**src/rtl/sll_pkg.sv**
```systemverilog
// Shared types, token codes and character class helpers for the lexer.
// No dependencies; the lexer core, scanner and queue import this package.
package sll_pkg;

  // Default parameter values for the top level
  localparam int POSITION_BITS_DEF  = 16;
  localparam int KEYWORD_PREFIX_DEF = 4;

  // Output field widths, fixed by the token format
  localparam int TYPE_W = 5;
  localparam int POS_W  = 16;
  localparam int LEN_W  = 16;

  // Result queue depth (power of two, at least 2)
  localparam int OUTQ_DEPTH = 4;

  // Token type codes
  localparam logic [TYPE_W-1:0] T_EOF    = 5'd0;
  localparam logic [TYPE_W-1:0] T_INT    = 5'd1;
  localparam logic [TYPE_W-1:0] T_EXIT   = 5'd2;
  localparam logic [TYPE_W-1:0] T_IF     = 5'd3;
  localparam logic [TYPE_W-1:0] T_ELSE   = 5'd4;
  localparam logic [TYPE_W-1:0] T_IDENT  = 5'd5;
  localparam logic [TYPE_W-1:0] T_EE     = 5'd6;
  localparam logic [TYPE_W-1:0] T_ASSIGN = 5'd7;
  localparam logic [TYPE_W-1:0] T_LTE    = 5'd8;
  localparam logic [TYPE_W-1:0] T_LT     = 5'd9;
  localparam logic [TYPE_W-1:0] T_GTE    = 5'd10;
  localparam logic [TYPE_W-1:0] T_GT     = 5'd11;
  localparam logic [TYPE_W-1:0] T_OR     = 5'd12;
  localparam logic [TYPE_W-1:0] T_AND    = 5'd13;
  localparam logic [TYPE_W-1:0] T_PLUS   = 5'd14;
  localparam logic [TYPE_W-1:0] T_MINUS  = 5'd15;
  localparam logic [TYPE_W-1:0] T_STAR   = 5'd16;
  localparam logic [TYPE_W-1:0] T_SLASH  = 5'd17;
  localparam logic [TYPE_W-1:0] T_LPAREN = 5'd18;
  localparam logic [TYPE_W-1:0] T_RPAREN = 5'd19;
  localparam logic [TYPE_W-1:0] T_LBRACE = 5'd20;
  localparam logic [TYPE_W-1:0] T_RBRACE = 5'd21;
  localparam logic [TYPE_W-1:0] T_CARET  = 5'd22;
  localparam logic [TYPE_W-1:0] T_SEMI   = 5'd23;
  localparam logic [TYPE_W-1:0] T_ERROR  = 5'd24;

  // Input op codes
  localparam logic OP_CHAR = 1'b0;
  localparam logic OP_END  = 1'b1;

  // Keyword spellings
  localparam logic [31:0] KW_EXIT = "exit";
  localparam logic [23:0] KW_INT  = "int";
  localparam logic [15:0] KW_IF   = "if";
  localparam logic [31:0] KW_ELSE = "else";

  localparam logic [7:0] CH_UNDERSCORE = "_";
  localparam logic [7:0] CH_TAB        = 8'h09;
  localparam logic [7:0] CH_NEWLINE    = 8'h0A;
  localparam logic [7:0] CH_SPACE      = " ";
  localparam logic [7:0] CH_NUL        = 8'h00;

  // One result as it sits in the queue and leaves the block
  typedef struct packed {
    logic [TYPE_W-1:0] token_type;
    logic [POS_W-1:0]  token_start;
    logic [LEN_W-1:0]  token_length;
    logic              last_of_item;
  } sll_token_t;

  // Up to two results written by one accepted item
  typedef struct packed {
    logic       valid0;
    logic       valid1;
    sll_token_t tok0;
    sll_token_t tok1;
  } sll_push_t;

  function automatic logic is_digit(input logic [7:0] c);
    return (c >= "0") && (c <= "9");
  endfunction

  function automatic logic is_alpha(input logic [7:0] c);
    return ((c >= "a") && (c <= "z")) || ((c >= "A") && (c <= "Z"));
  endfunction

  function automatic logic is_space(input logic [7:0] c);
    return (c == CH_SPACE) || (c == CH_TAB) || (c == CH_NEWLINE);
  endfunction

  // First byte of a possible two-character operator
  function automatic logic is_pend_start(input logic [7:0] c);
    return (c == "=") || (c == "<") || (c == ">") || (c == "|") || (c == "&");
  endfunction

  // Single-character operator code; T_EOF means none
  function automatic logic [TYPE_W-1:0] single_op(input logic [7:0] c);
    logic [TYPE_W-1:0] t;
    unique case (c)
      "+":     t = T_PLUS;
      "-":     t = T_MINUS;
      "*":     t = T_STAR;
      "/":     t = T_SLASH;
      "(":     t = T_LPAREN;
      ")":     t = T_RPAREN;
      "{":     t = T_LBRACE;
      "}":     t = T_RBRACE;
      "^":     t = T_CARET;
      ";":     t = T_SEMI;
      default: t = T_EOF;
    endcase
    return t;
  endfunction

endpackage

```
**src/rtl/sll_in_if.sv**
```systemverilog
// Input channel of the lexer: one source byte or an end-of-text mark.
// Depends on nothing.
interface sll_in_if;
  logic       valid;
  logic       ready;
  logic       op;
  logic [7:0] ch;

  modport source (output valid, output op, output ch, input ready);
  modport sink   (input valid, input op, input ch, output ready);
endinterface

```
**src/rtl/sll_out_if.sv**
```systemverilog
// Output channel of the lexer: one token per transaction.
// Depends on nothing.
interface sll_out_if;
  logic        valid;
  logic        ready;
  logic [4:0]  token_type;
  logic [15:0] token_start;
  logic [15:0] token_length;
  logic        last_of_item;

  modport source (output valid, output token_type, output token_start,
                  output token_length, output last_of_item, input ready);
  modport sink   (input valid, input token_type, input token_start,
                  input token_length, input last_of_item, output ready);
endinterface

```
**src/rtl/small_language_lexer_core.sv**
```systemverilog
// Lexer top level: byte scanner followed by a four-entry token queue.
// Depends on sll_pkg, sll_in_if, sll_out_if, sll_scan and sll_outq.
//
// The lexer takes one source byte (or an end-of-text mark) per cycle and
// returns tokens with a type, a start position and a length. A byte is
// decided in the cycle it is accepted and its tokens appear at the output
// from the next cycle on. Most bytes produce zero or one token; a byte that
// closes a held token and also forms one of its own, and every end of text
// after a held token, produces two, which take two output transactions.
// Input ready depends only on queue occupancy: it is high while at least two
// of the four queue slots are free, so with an always-ready consumer the
// sustained rate is one byte per cycle, falling only over stretches where
// every byte yields two tokens. Space, tab and newline are skipped; after
// an unknown byte or a lone bar or ampersand an error token is sent and
// bytes are dropped until end of text, which resets positions to zero.
module small_language_lexer_core #(
  parameter int POSITION_BITS  = sll_pkg::POSITION_BITS_DEF,
  parameter int KEYWORD_PREFIX = sll_pkg::KEYWORD_PREFIX_DEF
) (
  input logic     clk,
  input logic     rst,
  sll_in_if.sink  item_in,
  sll_out_if.source token_out
);
  import sll_pkg::*;

  sll_push_t  push;
  sll_token_t head_tok;
  logic       room;
  logic       take;
  logic       out_valid;

  // Accept a byte whenever the queue can hold its results
  assign item_in.ready = room;
  assign take          = item_in.valid && room;

  sll_scan #(
    .POSITION_BITS  (POSITION_BITS),
    .KEYWORD_PREFIX (KEYWORD_PREFIX)
  ) u_scan (
    .clk  (clk),
    .rst  (rst),
    .take (take),
    .op   (item_in.op),
    .ch   (item_in.ch),
    .push (push)
  );

  sll_outq u_outq (
    .clk       (clk),
    .rst       (rst),
    .push      (push),
    .pop       (token_out.ready),
    .out_valid (out_valid),
    .head_tok  (head_tok),
    .room      (room)
  );

  // Drive the output channel from the queue head
  assign token_out.valid        = out_valid;
  assign token_out.token_type   = head_tok.token_type;
  assign token_out.token_start  = head_tok.token_start;
  assign token_out.token_length = head_tok.token_length;
  assign token_out.last_of_item = head_tok.last_of_item;

endmodule

```
**src/rtl/sll_scan.sv**
```systemverilog
// Scanner state and per-byte token decision for the lexer.
// Depends on sll_pkg; feeds sll_outq with up to two tokens per item.
module sll_scan #(
  parameter int POSITION_BITS  = sll_pkg::POSITION_BITS_DEF,
  parameter int KEYWORD_PREFIX = sll_pkg::KEYWORD_PREFIX_DEF
) (
  input  logic              clk,
  input  logic              rst,
  input  logic              take,
  input  logic              op,
  input  logic [7:0]        ch,
  output sll_pkg::sll_push_t push
);
  import sll_pkg::*;

  localparam int PB = POSITION_BITS;
  localparam int LB = (PB < LEN_W) ? PB : LEN_W;

  typedef enum logic [4:0] {
    M_IDLE  = 5'b00001,
    M_NUM   = 5'b00010,
    M_IDENT = 5'b00100,
    M_PEND  = 5'b01000,
    M_ERROR = 5'b10000
  } mode_t;

  mode_t         mode, mode_next;
  logic [7:0]    pend_ch, pend_ch_next;
  logic [7:0]    prefix [KEYWORD_PREFIX];
  logic [7:0]    prefix_next [KEYWORD_PREFIX];
  logic [PB-1:0] start_pos, start_pos_next;
  logic [LB-1:0] run_len, run_len_next;
  logic [PB-1:0] byte_pos, byte_pos_next;

  // Held token, as it would be flushed now
  logic              hold_v;
  logic              hold_err;
  logic [TYPE_W-1:0] hold_type;
  logic [LB-1:0]     hold_len;

  // First (flushed or pair) and second (new) result of this item
  logic              f_v, s_v;
  logic [TYPE_W-1:0] f_type, s_type;
  logic [PB-1:0]     f_start, s_start;
  logic [LB-1:0]     f_len, s_len;

  logic              is_end;
  logic              go_idle;
  logic [TYPE_W-1:0] pair_type;
  logic [TYPE_W-1:0] sop;
  logic [LB-1:0]     run_ext;

  // Classify the held token
  always_comb begin
    hold_v    = 1'b0;
    hold_err  = 1'b0;
    hold_type = T_IDENT;
    hold_len  = run_len;
    unique case (mode)
      M_NUM: begin
        hold_v    = 1'b1;
        hold_type = T_INT;
      end
      M_IDENT: begin
        hold_v = 1'b1;
        if (run_len == LB'(4) && {prefix[0], prefix[1], prefix[2], prefix[3]} == KW_EXIT)
          hold_type = T_EXIT;
        else if (run_len == LB'(3) && {prefix[0], prefix[1], prefix[2]} == KW_INT)
          hold_type = T_INT;
        else if (run_len == LB'(2) && {prefix[0], prefix[1]} == KW_IF)
          hold_type = T_IF;
        else if (run_len == LB'(4) && {prefix[0], prefix[1], prefix[2], prefix[3]} == KW_ELSE)
          hold_type = T_ELSE;
        else
          hold_type = T_IDENT;
      end
      M_PEND: begin
        hold_v   = 1'b1;
        hold_len = LB'(1);
        if (pend_ch == "|" || pend_ch == "&") begin
          hold_err  = 1'b1;
          hold_type = T_ERROR;
        end else if (pend_ch == "=") begin
          hold_type = T_ASSIGN;
        end else if (pend_ch == "<") begin
          hold_type = T_LT;
        end else begin
          hold_type = T_GT;
        end
      end
      M_IDLE, M_ERROR: hold_v = 1'b0;
      default: hold_v = 1'b0;
    endcase
  end

  // Match a two-character operator against the held byte
  always_comb begin
    pair_type = T_EOF;
    if (ch == "=" && pend_ch == "=")      pair_type = T_EE;
    else if (ch == "=" && pend_ch == "<") pair_type = T_LTE;
    else if (ch == "=" && pend_ch == ">") pair_type = T_GTE;
    else if (ch == "|" && pend_ch == "|") pair_type = T_OR;
    else if (ch == "&" && pend_ch == "&") pair_type = T_AND;
  end

  assign is_end  = (op == OP_END) || (ch == CH_NUL);
  assign sop     = single_op(ch);
  assign run_ext = (run_len != '1) ? run_len + LB'(1) : run_len;

  // Next state and results for the current item
  always_comb begin
    mode_next      = mode;
    pend_ch_next   = pend_ch;
    prefix_next    = prefix;
    start_pos_next = start_pos;
    run_len_next   = run_len;
    byte_pos_next  = byte_pos;
    f_v = 1'b0; f_type = hold_type; f_start = start_pos; f_len = hold_len;
    s_v = 1'b0; s_type = T_EOF;     s_start = byte_pos;  s_len = '0;
    go_idle = 1'b0;

    if (is_end) begin
      // Flush, mark end of text, return to reset state
      f_v            = hold_v;
      s_v            = 1'b1;
      mode_next      = M_IDLE;
      pend_ch_next   = '0;
      for (int i = 0; i < KEYWORD_PREFIX; i++) prefix_next[i] = '0;
      start_pos_next = '0;
      run_len_next   = '0;
      byte_pos_next  = '0;
    end else begin
      byte_pos_next = byte_pos + PB'(1);
      unique case (mode)
        M_NUM: begin
          if (is_digit(ch)) begin
            run_len_next = run_ext;
          end else begin
            f_v     = 1'b1;
            go_idle = 1'b1;
          end
        end
        M_IDENT: begin
          if (is_alpha(ch) || is_digit(ch) || ch == CH_UNDERSCORE) begin
            for (int i = 0; i < KEYWORD_PREFIX; i++)
              if (run_len == LB'(i)) prefix_next[i] = ch;
            run_len_next = run_ext;
          end else begin
            f_v     = 1'b1;
            go_idle = 1'b1;
          end
        end
        M_PEND: begin
          f_v = 1'b1;
          if (pair_type != T_EOF) begin
            f_type    = pair_type;
            f_len     = LB'(2);
            mode_next = M_IDLE;
          end else if (hold_err) begin
            mode_next = M_ERROR;
          end else begin
            go_idle = 1'b1;
          end
        end
        M_IDLE:  go_idle = 1'b1;
        M_ERROR: go_idle = 1'b0;
        default: go_idle = 1'b0;
      endcase

      // Start a new token from this byte
      if (go_idle) begin
        mode_next = M_IDLE;
        if (is_space(ch)) begin
          mode_next = M_IDLE;
        end else if (is_digit(ch)) begin
          mode_next      = M_NUM;
          start_pos_next = byte_pos;
          run_len_next   = LB'(1);
        end else if (is_alpha(ch)) begin
          mode_next      = M_IDENT;
          start_pos_next = byte_pos;
          run_len_next   = LB'(1);
          for (int i = 1; i < KEYWORD_PREFIX; i++) prefix_next[i] = '0;
          prefix_next[0] = ch;
        end else if (is_pend_start(ch)) begin
          mode_next      = M_PEND;
          pend_ch_next   = ch;
          start_pos_next = byte_pos;
          run_len_next   = LB'(1);
        end else if (sop != T_EOF) begin
          s_v    = 1'b1;
          s_type = sop;
          s_len  = LB'(1);
        end else begin
          s_v       = 1'b1;
          s_type    = T_ERROR;
          s_len     = LB'(1);
          mode_next = M_ERROR;
        end
      end
    end
  end

  // Pack results in order; mark the final one
  always_comb begin
    sll_token_t ft, st;
    ft.token_type   = f_type;
    ft.token_start  = POS_W'(f_start);
    ft.token_length = LEN_W'(f_len);
    ft.last_of_item = !s_v;
    st.token_type   = s_type;
    st.token_start  = POS_W'(s_start);
    st.token_length = LEN_W'(s_len);
    st.last_of_item = 1'b1;
    push.valid0 = take && (f_v || s_v);
    push.valid1 = take && f_v && s_v;
    push.tok0   = f_v ? ft : st;
    push.tok1   = st;
  end

  // Update scanner state on each accepted item
  always_ff @(posedge clk) begin
    if (rst) begin
      mode     <= M_IDLE;
      pend_ch  <= '0;
      for (int i = 0; i < KEYWORD_PREFIX; i++) prefix[i] <= '0;
      start_pos <= '0;
      run_len  <= '0;
      byte_pos <= '0;
    end else if (take) begin
      mode      <= mode_next;
      pend_ch   <= pend_ch_next;
      prefix    <= prefix_next;
      start_pos <= start_pos_next;
      run_len   <= run_len_next;
      byte_pos  <= byte_pos_next;
    end
  end

endmodule

```
**src/rtl/sll_outq.sv**
```systemverilog
// Result queue of the lexer: takes up to two tokens a cycle, hands out one.
// Depends on sll_pkg.
module sll_outq (
  input  logic                clk,
  input  logic                rst,
  input  sll_pkg::sll_push_t  push,
  input  logic                pop,
  output logic                out_valid,
  output sll_pkg::sll_token_t head_tok,
  output logic                room
);
  import sll_pkg::*;

  localparam int PW = $clog2(OUTQ_DEPTH);
  localparam int CW = $clog2(OUTQ_DEPTH + 1);

  sll_token_t      entries [OUTQ_DEPTH];
  logic [PW-1:0]   head, tail;
  logic [CW-1:0]   count, count_next;
  logic [PW-1:0]   tail1;
  logic            do_pop;

  assign tail1     = tail + PW'(1);
  assign out_valid = (count != '0);
  assign head_tok  = entries[head];
  assign do_pop    = pop && out_valid;
  // Space for the two results one item may write
  assign room      = (count <= CW'(OUTQ_DEPTH - 2));

  always_comb begin
    count_next = count + CW'(push.valid0) + CW'(push.valid1) - CW'(do_pop);
  end

  // Write incoming tokens
  always_ff @(posedge clk) begin
    if (push.valid0) entries[tail] <= push.tok0;
    if (push.valid1) entries[tail1] <= push.tok1;
  end

  // Advance pointers and occupancy
  always_ff @(posedge clk) begin
    if (rst) begin
      head  <= '0;
      tail  <= '0;
      count <= '0;
    end else begin
      if (do_pop) head <= head + PW'(1);
      if (push.valid1)      tail <= tail + PW'(2);
      else if (push.valid0) tail <= tail1;
      count <= count_next;
    end
  end

endmodule

```
**src/flat_wrapper.sv**
```systemverilog
// flat-port wrapper written by rule: the top's interface ports become plain ports
module small_language_lexer_core_flat import sll_pkg::*;
#(
  parameter int POSITION_BITS  = sll_pkg::POSITION_BITS_DEF,
  parameter int KEYWORD_PREFIX = sll_pkg::KEYWORD_PREFIX_DEF
)
  (clk, rst, item_in_valid, item_in_op, item_in_ch, item_in_ready, token_out_valid, token_out_token_type, token_out_token_start, token_out_token_length, token_out_last_of_item, token_out_ready);
  sll_in_if item_in_i ();
  sll_out_if token_out_i ();
  input logic clk;
  input logic rst;
  input wire logic [$bits(item_in_i.valid)-1:0] item_in_valid;
  input wire logic [$bits(item_in_i.op)-1:0] item_in_op;
  input wire logic [$bits(item_in_i.ch)-1:0] item_in_ch;
  output wire logic [$bits(item_in_i.ready)-1:0] item_in_ready;
  output wire logic [$bits(token_out_i.valid)-1:0] token_out_valid;
  output wire logic [$bits(token_out_i.token_type)-1:0] token_out_token_type;
  output wire logic [$bits(token_out_i.token_start)-1:0] token_out_token_start;
  output wire logic [$bits(token_out_i.token_length)-1:0] token_out_token_length;
  output wire logic [$bits(token_out_i.last_of_item)-1:0] token_out_last_of_item;
  input wire logic [$bits(token_out_i.ready)-1:0] token_out_ready;
  assign item_in_i.valid = item_in_valid;
  assign item_in_i.op = item_in_op;
  assign item_in_i.ch = item_in_ch;
  assign item_in_ready = item_in_i.ready;
  assign token_out_valid = token_out_i.valid;
  assign token_out_token_type = token_out_i.token_type;
  assign token_out_token_start = token_out_i.token_start;
  assign token_out_token_length = token_out_i.token_length;
  assign token_out_last_of_item = token_out_i.last_of_item;
  assign token_out_i.ready = token_out_ready;
  small_language_lexer_core #(.POSITION_BITS(POSITION_BITS), .KEYWORD_PREFIX(KEYWORD_PREFIX)) u_core (.clk(clk), .rst(rst), .item_in(item_in_i), .token_out(token_out_i));
endmodule
```
**config.mk**
```make
export PLATFORM = sky130hd
export DESIGN_NAME = small_language_lexer_core_flat
export DESIGN_NICKNAME = d
export VERILOG_FILES = /design/src/rtl/sll_pkg.sv /design/src/rtl/sll_in_if.sv /design/src/rtl/sll_out_if.sv /design/src/rtl/small_language_lexer_core.sv /design/src/rtl/sll_scan.sv /design/src/rtl/sll_outq.sv /design/src/flat_wrapper.sv
export SDC_FILE = /design/constraint.sdc
export NUM_CORES = 1
export LEC_CHECK = 0
export BUFFER_PORTS_ARGS = -buffer_cell sky130_fd_sc_hd__buf_2
export CAP_MARGIN = 20
export CORE_MARGIN = 1.5
export CORE_UTILIZATION = 40
export CTS_CLUSTER_DIAMETER = 50
export DETAILED_ROUTE_END_ITERATION = 16
export HOLD_SLACK_MARGIN = 0.1
export PLACE_DENSITY = 0.53
export SYNTH_ARGS = -nofsm -noshare
export SYNTH_HDL_FRONTEND = slang
export SYNTH_SLANG_ARGS = --single-unit
```
**constraint.sdc**
```tcl
create_clock -name clk -period 6.45 [get_ports clk]
set_input_delay 0.645 -clock clk [delete_from_list [all_inputs] [get_ports clk]]
set_output_delay 0.645 -clock clk [all_outputs]
set_load 0.005 [all_outputs]
```
==> impl_metrics.csv <==
group,metric,value,unit
routing,drc,0,
critical_path,crit_arrival,4740,ps
hold_path,hp-start,"u_core.u_outq.entries[2][4]",
placed_design,hpwl,23600,µm
critical_path,r2r_end,"u_core.u_outq.count[2]",
global_route,antenna_found_initial,1,
hold_path,hp-class,"flop to flop",
cts,post_cts_buffers,0,
cts,clk_pin_slew,60,ps
routing,drt-vias-per-instance,5.947,
critical_path,path_max_fanout,13,
floorplanning,die-height,179.5,µm
routing,ant_nets,0,
global_route,grt_pass1_vias,9638,
placed_design,place_area,12960,µm²
critical_path,rr_worst_depth,12,
global_route,gr-usage-met3,2.816,%
routing,via_count,9848,
sta,hold_viol_final,0,
critical_path,reg2reg_slack,2120,ps
sta,setup_tns,0,ps
cts,insertion_delay,550,ps
yosys,netlist_area,12460,µm²
pwr,p_leak,5.005,nW
sta,final_max_slew_viol_count,0,
yosys,ys_seq_area_share,47.88,%
sta,worst_pin_slew,1073,ps
placed_design,gp_congestion,0.8901,
yosys,ys_ff_latch,254,
hold_path,min_delay_worst_endpoint,"u_core.u_outq.entries[2][4]",
critical_path,cp-start-kind,"flop",
cts,cts_tree,"built",
critical_path,worst_ep_required_time,6860,ps
final_layout,layout-drive-gt1-share,15.56,%
sta,slew_headroom,28.40,%
status,status,"complete, no violations",
global_route,grt_pass1_wl,57130,µm
global_route,overflow,0,
routing,first_pass_iters,5,
routing,wire_per_inst,21.79,µm
cts,cts_resized,0,
floorplanning,die_width,179.5,µm
hold_path,hold_depth,2,
routing,drt_wl_total,36090,µm
floorplanning,dieArea,32220,µm²
placed_design,io_buffer_count,52,
global_route,grt.busiest_layer,"met2",
final_layout,area_delta_synth_final,12.42,%
cts,cts.sinks,254,
final_layout,nets,1264,
run,drv_cap,0,
yosys,synth_ff_type,"dfxtp_1",
floorplanning,coreArea,30590,µm²
critical_path,worstSetupEndpointType,"flop",
yosys,synth_warnings,0,
sta,period_minus_slack,4334,ps
pwr,power.density,312.1,nW/µm²
final_layout,diodes,0,
floorplanning,initial_core_util,40.73,%
yosys,synth_cells,1222,
cts,cts_root_buffer,"clkbuf_16",
critical_path,r2r-start,"u_core.u_scan.mode[1]",
global_route,grt_start_max_net_pins,39,
sta,clock_skew,13.59,ps
floorplanning,rows,64,
yosys,async_reset_ff_share,0,%
cts,numCtsBuffers,31,
sta,finalSetupViolCount,0,
global_route,use_met1,29.85,%
final_layout,fin_area,14010,µm²
cts,hold_buffers,0,
final_layout,fill_cells,2944,
yosys,synth_nets,1250,
global_route,use_met2,37.37,%
yosys,synth_edf_count,88,
cts,cts_buffer_depth,3,
floorplanning,io-pin-count,53,
sta,rsz0062_at_grt,"false",
sta,fin_crit_sh,67.20,%
cts,h-tree-depth,1,
global_route,track_usage,22.27,%
yosys,synth.avg_cell_area,10.20,µm²
routing,drt_iter0_markers,684,
yosys,synthDistinctLibCells,79,
pwr,irDropWorstVdd,208.3,µV
critical_path,worstSetupPathType,"flop to flop",
sta,clock.fmax,230.7,MHz
-- cell usage in the layout (no fill, tap or decap), types with 9 or more instances in the layout --
master	count
nand2_1	177
dfxtp_1	164
a22o_1	108
a21oi_1	99
edfxtp_1	88
nor2_1	61
buf_2	52
mux4_2	38
nand3_1	36
and3_1	35
clkbuf_16	32
o21ai_0	30
buf_4	20
o22ai_1	19
inv_1	15
nand4_1	15
nor3_1	14
ha_1	13
nand2b_1	12
nor2b_1	12
and2_1	11
or3_1	10
o211ai_1	10
clkbuf_1	10
nor4_1	9
xnor2_1	9
-- metrics by stage --
stage,worst slack [ps],hold slack (ps),std cells,total power [mW],util [%]
after global placement,1850,439.3,1598,2.679,42.37
after floorplan,2629,433.0,1222,2.390,-
after detailed placement,1811,445.1,1598,2.685,42.37
after CTS,2150,453.4,1655,4.419,45.73
final,2116,452.6,1656,4.372,45.79
after global routing,1892,466.3,1656,4.562,45.79
-- cell type report --
type / instances / area [µm²] / area share [%]
multi-input combinational: 861 / 6031 / 43.05
sequential: 254 / 5968 / 42.61
clock buffer: 46 / 893.4 / 6.378
tap: 396 / 495.5 / 3.537
timing repair buffer: 73 / 430.4 / 3.073
clock inverter: 11 / 132.6 / 0.9468
inverter: 15 / 56.30 / 0.4020
-- Yosys cell counts (19+ instances only) --
library cell	count	area [µm²]
nand3_1	36	180.2
nor2_1	61	229.0
and3_1	35	219.0
mux4_2	38	855.8
edfxtp_1	88	2643
clkbuf_1	44	165.2
dfxtp_1	166	3323
o22ai_1	19	118.9
nand2_1	177	664.4
buf_2	25	125.1
a22o_1	108	945.9
o21ai_0	30	150.1
a21oi_1	99	495.5
-- logic make-up (layout without fill, tap and decap cells) --
logic type,after synthesis,after routing,synth area share [%]
AND/OR/NAND/NOR,435,435,17.50
XOR/XNOR,17,17,1.195
multiplexers,39,39,6.949
AO/OA/AOI/OAI,355,355,21.01
flip-flops,254,254,47.88
buffers and inverters,107,145,3.836
adder cells (fa/ha/maj),15,15,1.627
-- routing by layer --
| layer | vias to the layer above | wire, µm |
|---|---|---|
| met4 | 0 | 1081 |
| met3 | 73 | 1728 |
| li1 | 4645 | - |
| met2 | 294 | 17400 |
| met1 | 4836 | 15880 |
| met5 | - | 0 |
-- state kept, by name (all words and copies together) (netlist names), named ones only --
signal and flops:
u_core.u_outq.head 2, u_core.u_outq.count 3, u_core.u_scan.mode 5, u_core.u_scan.pend_ch 8, u_core.u_scan.f_start 16, u_core.u_outq.tail 2, u_core.u_scan.byte_pos 16, u_core.u_scan.run_len 16
u_core.u_outq.entries 152, u_core.u_scan.prefix 32
-- power breakdown --
part | switching, mW | internal, mW
registers | 0.0416 | 1.75
logic | 0.535 | 0.318
clock network | 0.688 | 1.04
-- worst max-delay path, cell delays in order (launching register included) --
cell	delay, ps
dfxtp_1	350
or3_4	410
nor3b_2	280
o21ai_2	160
or3_4	440
a21boi_2	680
o21ai_0	390
ha_1	380
inv_1	50
fa_1	420
fa_1	420
xor2_1	170
nor2_1	50
-- how the worst max path moves through the flow --
stage	start	end
floorplan	item_in_ch[2]	u_core.u_outq.count[2]
global placement	item_in_ch[6]	u_core.u_outq.entries[1][19]
detailed placement	item_in_ch[6]	u_core.u_outq.entries[1][18]
CTS	u_core.u_scan.mode[1]	u_core.u_outq.count[2]
global route	u_core.u_scan.mode[1]	u_core.u_outq.count[2]
finish	u_core.u_scan.mode[1]	u_core.u_outq.count[2]
Power figures use the tool's default switching activity.
